## src/rtl/core/segi_pkg.sv

```systemverilog
package segi_pkg;

    // coordinate, difference, product and magnitude widths
    localparam int CW = 24;
    localparam int DW = CW + 1;
    localparam int PW = 2 * DW;
    localparam int WA = PW + 1;

    // parameter result width and saturation limits
    localparam int QW = 19;
    localparam logic signed [QW-1:0] PAR_MAX = {1'b0, {(QW-1){1'b1}}};
    localparam logic signed [QW-1:0] PAR_MIN = {1'b1, {(QW-1){1'b0}}};

    // coordinate saturation limits
    localparam logic signed [CW-1:0] CRD_MAX = {1'b0, {(CW-1){1'b1}}};
    localparam logic signed [CW-1:0] CRD_MIN = {1'b1, {(CW-1){1'b0}}};

    typedef logic signed [CW-1:0] t_crd;
    typedef logic signed [DW-1:0] t_diff;
    typedef logic signed [PW-1:0] t_prod;
    typedef logic signed [WA-1:0] t_cross;
    typedef logic [WA-1:0] t_mag;

endpackage

```

## src/rtl/core/segi_div.sv

```systemverilog
module segi_div import segi_pkg::*; #(
    parameter int PFB = 16
) (
    input  logic                 i_clk,
    input  logic [QW+1:0]        i_en,
    input  t_mag                 i_num,
    input  t_mag                 i_den,
    input  logic                 i_neg,
    output logic signed [QW-1:0] o_quo
);

    localparam int SH = (PFB > QW) ? PFB : QW;
    localparam int WR = WA + SH;

    logic [WR-1:0] num_sh;
    logic [WR-1:0] den_sh;

    logic [WR-1:0] r_rem [0:QW];
    t_mag          r_den [0:QW-1];
    logic [QW-1:0] r_q   [0:QW];
    logic          r_neg [0:QW];
    logic          r_ovf [0:QW];

    // scaled numerator and overflow check against den * 2^QW
    assign num_sh = WR'(i_num) << PFB;
    assign den_sh = WR'(i_den) << QW;

    always_ff @(posedge i_clk) begin
        if (i_en[0]) begin
            r_rem[0] <= num_sh;
            r_den[0] <= i_den;
            r_q[0]   <= '0;
            r_neg[0] <= i_neg;
            r_ovf[0] <= (num_sh >= den_sh);
        end
    end

    // one quotient bit per stage, msb first
    for (genvar k = 1; k <= QW; k++) begin : g_step
        localparam int B = QW - k;
        logic [WR-1:0] den_k;
        logic          ge;
        logic [QW-1:0] q_n;

        assign den_k = WR'(r_den[k-1]) << B;
        assign ge    = (r_rem[k-1] >= den_k);

        always_comb begin
            q_n    = r_q[k-1];
            q_n[B] = ge;
        end

        always_ff @(posedge i_clk) begin
            if (i_en[k]) begin
                r_rem[k] <= ge ? (r_rem[k-1] - den_k) : r_rem[k-1];
                r_q[k]   <= q_n;
                r_neg[k] <= r_neg[k-1];
                r_ovf[k] <= r_ovf[k-1];
            end
        end

        if (k < QW) begin : g_den
            always_ff @(posedge i_clk) begin
                if (i_en[k]) begin
                    r_den[k] <= r_den[k-1];
                end
            end
        end
    end

    // sign, floor toward minus infinity and saturation
    logic          nz;
    logic [QW:0]   mag;
    logic signed [QW-1:0] n_quo;

    assign nz  = |r_rem[QW];
    assign mag = {1'b0, r_q[QW]} + (QW+1)'(nz);

    always_comb begin
        if (r_ovf[QW]) begin
            n_quo = r_neg[QW] ? PAR_MIN : PAR_MAX;
        end else if (!r_neg[QW]) begin
            n_quo = r_q[QW][QW-1] ? PAR_MAX : $signed(r_q[QW]);
        end else if (mag > (QW+1)'({1'b1, {(QW-1){1'b0}}})) begin
            n_quo = PAR_MIN;
        end else begin
            n_quo = $signed(QW'((~mag) + (QW+1)'(1)));
        end
    end

    always_ff @(posedge i_clk) begin
        if (i_en[QW+1]) begin
            o_quo <= n_quo;
        end
    end

endmodule

```

## config.mk

```make
export PLATFORM = sky130hd
export DESIGN_NAME = segi_div
export DESIGN_NICKNAME = d
export VERILOG_FILES = /design/src/rtl/core/segi_pkg.sv /design/src/rtl/core/segi_div.sv
export SDC_FILE = /design/constraint.sdc
export NUM_CORES = 2
export LEC_CHECK = 0
export CAP_MARGIN = 20
export CORE_MARGIN = 2
export CORE_UTILIZATION = 50
export CTS_BUF_LIST = sky130_fd_sc_hd__clkbuf_8
export DETAILED_ROUTE_END_ITERATION = 10
export DONT_BUFFER_PORTS = 1
export PLACE_DENSITY = 0.69
export SKIP_LAST_GASP = 1
export SYNTH_ARGS = -nofsm -noshare
export SYNTH_HDL_FRONTEND = slang
export SYNTH_SLANG_ARGS = --single-unit
```

## constraint.sdc

```tcl
create_clock -name i_clk -period 10.2 [get_ports i_clk]
set_input_delay 2.04 -clock i_clk [delete_from_list [all_inputs] [get_ports i_clk]]
set_output_delay 2.04 -clock i_clk [all_outputs]
set_load 0.01 [all_outputs]
```

After elaboration in Yosys (flattened, before gate mapping)
Memory sizes are Yosys's and may differ from the RTL's.
Cells that the tools add are included.
- register bits after elaboration: 19
- memory bits (writable): 2789
- input bits: 125
- output and inout port bits: 19
- memories: 5
- memory list (name ; words ; bits a word ; read ports ; clocked after memory_dff ; write ports ; line ; text):
    r_rem ; 20 ; 70 ; 20 ; 0 ; 20 ; segi_div.sv:18 ; logic [WR-1:0] r_rem [0:QW];
    r_den ; 19 ; 51 ; 19 ; 0 ; 19 ; segi_div.sv:19 ; t_mag r_den [0:QW-1];
    r_q ; 20 ; 19 ; 20 ; 0 ; 20 ; segi_div.sv:20 ; logic [QW-1:0] r_q [0:QW];
    r_neg ; 20 ; 1 ; 20 ; 0 ; 20 ; segi_div.sv:21 ; logic r_neg [0:QW];
    r_ovf ; 20 ; 1 ; 20 ; 0 ; 20 ; segi_div.sv:22 ; logic r_ovf [0:QW];
- add/sub/neg operators: 21
- magnitude comparators: 21
- mux-type cells: 64
- bitwise gates (word level): 1
- reduce and logical (&&, ||, !) cells: 1
- operator list (operator ; number):
    70-bit two-way mux ; 19
    19-bit two-way mux ; 4
    67-bit by 70-bit >= comparator with 1-bit output ; 1
    70-bit by 51-bit >= comparator with 1-bit output ; 1
    70-bit by 52-bit >= comparator with 1-bit output ; 1
    70-bit by 53-bit >= comparator with 1-bit output ; 1
    70-bit by 54-bit >= comparator with 1-bit output ; 1
    70-bit by 55-bit >= comparator with 1-bit output ; 1
    70-bit by 56-bit >= comparator with 1-bit output ; 1
    70-bit by 57-bit >= comparator with 1-bit output ; 1
    70-bit by 58-bit >= comparator with 1-bit output ; 1
    70-bit by 59-bit >= comparator with 1-bit output ; 1
    70-bit by 60-bit >= comparator with 1-bit output ; 1
    70-bit by 61-bit >= comparator with 1-bit output ; 1
    70-bit by 62-bit >= comparator with 1-bit output ; 1
    70-bit by 63-bit >= comparator with 1-bit output ; 1
    70-bit by 64-bit >= comparator with 1-bit output ; 1
    70-bit by 65-bit >= comparator with 1-bit output ; 1
    70-bit by 66-bit >= comparator with 1-bit output ; 1
    70-bit by 67-bit >= comparator with 1-bit output ; 1
    70-bit by 68-bit >= comparator with 1-bit output ; 1
    70-bit by 69-bit >= comparator with 1-bit output ; 1
    70-bit OR reduction ; 1
    70-bit by 51-bit subtractor with 70-bit output ; 1
    24 further kinds ; 63

Longest topological paths before layout
An unclocked memory read counts as a cell.
- depth in word-level cells: 8
- gate-level depth with buffers: 20
- depth with buffers taken out: 18

Least setup slack after synthesis
Ideal clock, no wire load.
- path kind: reg2reg
- start: mem r_rem[19][3] (netlist name)
- end: reg o_quo[17] (data pin)
- library setup time: 130 ps
- arrival: 3750 ps
- data required time: 10070 ps
- path slack: 6321 ps
- stages on the path, launching flop included: 21
- buffers on the path: 2
- period minus slack after synthesis: 3879 ps
- cells stage by stage: edfxtp_1 -> nor4_1 -> nand4_1 -> nor4_1 -> nand3_1 -> ha_1 -> ha_1 -> clkbuf_1 -> nand3_1 -> nand3_1 -> o21a_1 -> o32ai_1 -> nand3_1 -> nor2_1 -> and4_1 -> nor3b_1 -> nor2_1 -> nand2_1 -> clkbuf_1 -> o21ai_0 -> o21a_1
- RTL lines (what ; line ; text):
    from (decl) ; segi_div.sv:18 ;
    to (signal assigned) ; segi_div.sv:93 ; o_quo <= n_quo;
    to (decl) ; segi_div.sv:9 ; output logic signed [QW-1:0] o_quo

==> metrics <==
Hold WC Path Type flop to flop; placed insts 17704; synth unique cells 97; GRT Total Usage 0.2252; row count 198; Crit Path Category flop to flop; fin util 0.5418; Layout fillers 25848; core region area 290800 sq um; Worst slew margin 0.1241; sum of negative setup slack 0 ns; Async S/R FF share, synth 0; Synth Net Count 15439; #FFs+latches synth 2431; status finished, final reports clean; drt total wl 338600 um; Setup violations, final 0; Max clock buf depth 4; CP Capture Type flop; total of max-cap violations 0; initial antenna violation count 8; commonest cells in the synthesized netlist edfxtp_1 (2431), inv_1 (1313), nand2_1 (1306); sequential area share after synthesis 0.4993; chip height 544.7 um; area leader, netlist edfxtp_1; H-tree depth 5; DRC Markers 0; DPL Wire Length 264800 um; Worst Path Max Fanout 17; layout cells sized above 1 0.05563; Final Hold Fails 0; syn_area_per_cell 10.24 sq um; Die ar. 296700 sq um; top-count cell post-synth edfxtp_1; top cell type's share of synthesized area 0.4993; Vias 103061; router iterations before antenna repair 7; DIE WIDTH 544.7 um; GPL Wtd Cong 1.007; Avg Vias per Cell 5.581; number of enable flip-flop cells after synthesis 2431; post-CTS setup buffer count 0; peak supply drop 0.1383 mV; initial core utilization 0.5027; num ports 144; RSZ-0062 raised after global routing false; Max Freq 0.1793 GHz; clk_lat worst skew 1.10 ns; non-filler cells, final 18468; Primary FF master, synth edfxtp_1; Critical Path Source Type flop; Root Buffer clkbuf_8; Slew Viols, Final 0; vias in the first global route 104099; yosys warns 0; CTS tree built; first-pass GRT wire length 535500 um; largest net degree at the start of global routing 141; Mapped Cells 14277; dominant cells by area after synthesis edfxtp_1 (50%), ha_1 (8.7%), a21oi_1 (4.3%), o21ai_0 (4.0%), xnor2_1 (3.6%); post-route ant nets 0; critical path arrival 6.48 ns; CTS resizes 0; clk sinks 2431; 1st-iter DRT viols 6691; CTS buffer count 415; # nets final 15384; Tmin final 5.577 ns; final period utilization 0.5468; worst-margin pin slew 1.309 ns; P&R area growth vs syn 7.792%; skew final 0.05764 ns; post-synthesis cell area 146200 sq um; wire per inst 18.33 um; hold buffers post-CTS 0; PD cells 280.7 nW/um^2; Pleak 0.06367 uW; CP Data Required Time 11.10 ns; Port Buffers 0; total grt overflow 0; Worst-path clk slew 0.06 ns
-- through the flow --
stage	total power [uW]	area [sq um]	worst slack, ns	hold slack (ns)
2_1_floorplan	30850	146200	6.321	0.4003
3_3_place_gp	35620	149600	4.192	0.4017
3_5_place_dp	35760	149700	4.681	0.4045
4_1_cts	44290	157500	4.660	0.4072
5_1_grt	47390	157600	4.005	0.4129
6_report	44230	157600	4.623	0.4038
-- path summary, 6_finish.rpt --
kind / from / endpoint / slack, ns / cells after the start
max: r_rem[19][9]$_DFFE_PP_ / o_quo[3]$_DFFE_PP_ / 4.62 / 18
min: r_neg[1][1]$_DFFE_PP_ / r_neg[1][2]$_DFFE_PP_ / 0.40 / 0
max reg2reg: r_rem[19][9]$_DFFE_PP_ / o_quo[3]$_DFFE_PP_ / 4.62 / 18
min reg2reg: r_neg[1][1]$_DFFE_PP_ / r_neg[1][2]$_DFFE_PP_ / 0.40 / 0
-- placed cells by master (no fill, tap or decap), types with 80 or more instances in the layout --
cell / instances
edfxtp_1: 2431
inv_1: 1425
nand2_1: 1306
a21oi_1: 1259
o21ai_0: 1170
ha_1: 1018
nor2_1: 870
a21o_1: 669
xnor2_1: 595
xor2_1: 483
clkbuf_8: 419
nand4_1: 289
nand3_1: 226
nor3_1: 207
o21bai_1: 194
o21a_1: 123
nand2b_1: 119
nor2b_1: 119
a31oi_1: 103
and3_1: 101
nor4_1: 100
mux2_2: 94
clkinv_1: 94
a211oi_1: 80
-- registers in the layout, indices dropped and copies added, names as in the netlist --
signal  count
o_quo      19
r_den     969
r_neg      20
r_ovf      20
r_q       190
r_rem    1213
-- cells by family (layout without fill, tap and decap cells) --
kind of cell | Yosys count | count (layout) | synth area share
AOI/OAI and AO/OA | 4144 | 4144 | 0.1742
xor gates and xnor gates | 1078 | 1078 | 0.06458
adders and majority gates | 1037 | 1037 | 0.08973
buffers and inverters | 1835 | 2101 | 0.04739
DFF | 2431 | 2431 | 0.4993
muxes | 94 | 94 | 0.007241
other | 0 | 25 | 0
and+or+nand+nor | 3658 | 3658 | 0.1175
-- cell type report --
| type | count | area (sq um) | area share |
|---|---|---|---|
| Antenna cell | 25 | 62.56 | 0.0003970 |
| Clock buffer | 419 | 5767 | 0.03659 |
| Clock inverter | 319 | 2082 | 0.01321 |
| Inverter | 1313 | 4928 | 0.03128 |
| Multi-Input combinational cell | 10011 | 66470 | 0.4218 |
| Sequential cell | 2431 | 73000 | 0.4632 |
| Tap cell | 3900 | 4880 | 0.03097 |
| Timing Repair Buffer | 50 | 391.6 | 0.002485 |
-- layer usage --
layer	share of wire	up-vias	global-route usage
li1	-	51974	-
met2	0.52	2393	0.4267
met3	0.032	1068	0.02660
met4	0.085	2	0.1752
met1	0.36	47624	0.2214
met5	0.000038	-	0
-- power by group --
| group | switching [uW] | total, uW | leakage, uW | internal, uW |
|---|---|---|---|---|
| clock network | 3970 | 8380 | 0.00442 | 4410 |
| logic | 11600 | 19800 | 0.0356 | 8200 |
| registers | 1460 | 16100 | 0.0236 | 14600 |
| total | 17000 | 44200 | 0.0637 | 27200 |
-- worst max-delay path, stage by stage (launching register included) --
cell and delay, ns:
edfxtp_1 0.38, nor4_2 0.95, nand4_1 0.16, nor4_1 0.38, nand3_1 0.30, ha_1 0.36, ha_1 0.37, nand3_1 0.21
nand3_1 0.09, o21a_1 0.12, o32ai_1 0.33, nand3_1 0.21, nor2_1 0.27, and4_1 0.29, nor3b_1 0.07, nor2_1 0.12
nand2_1 0.36, a21oi_1 0.26, a2bb2oi_1 0.18
No activity file was read; power rests on OpenSTA's default activity.
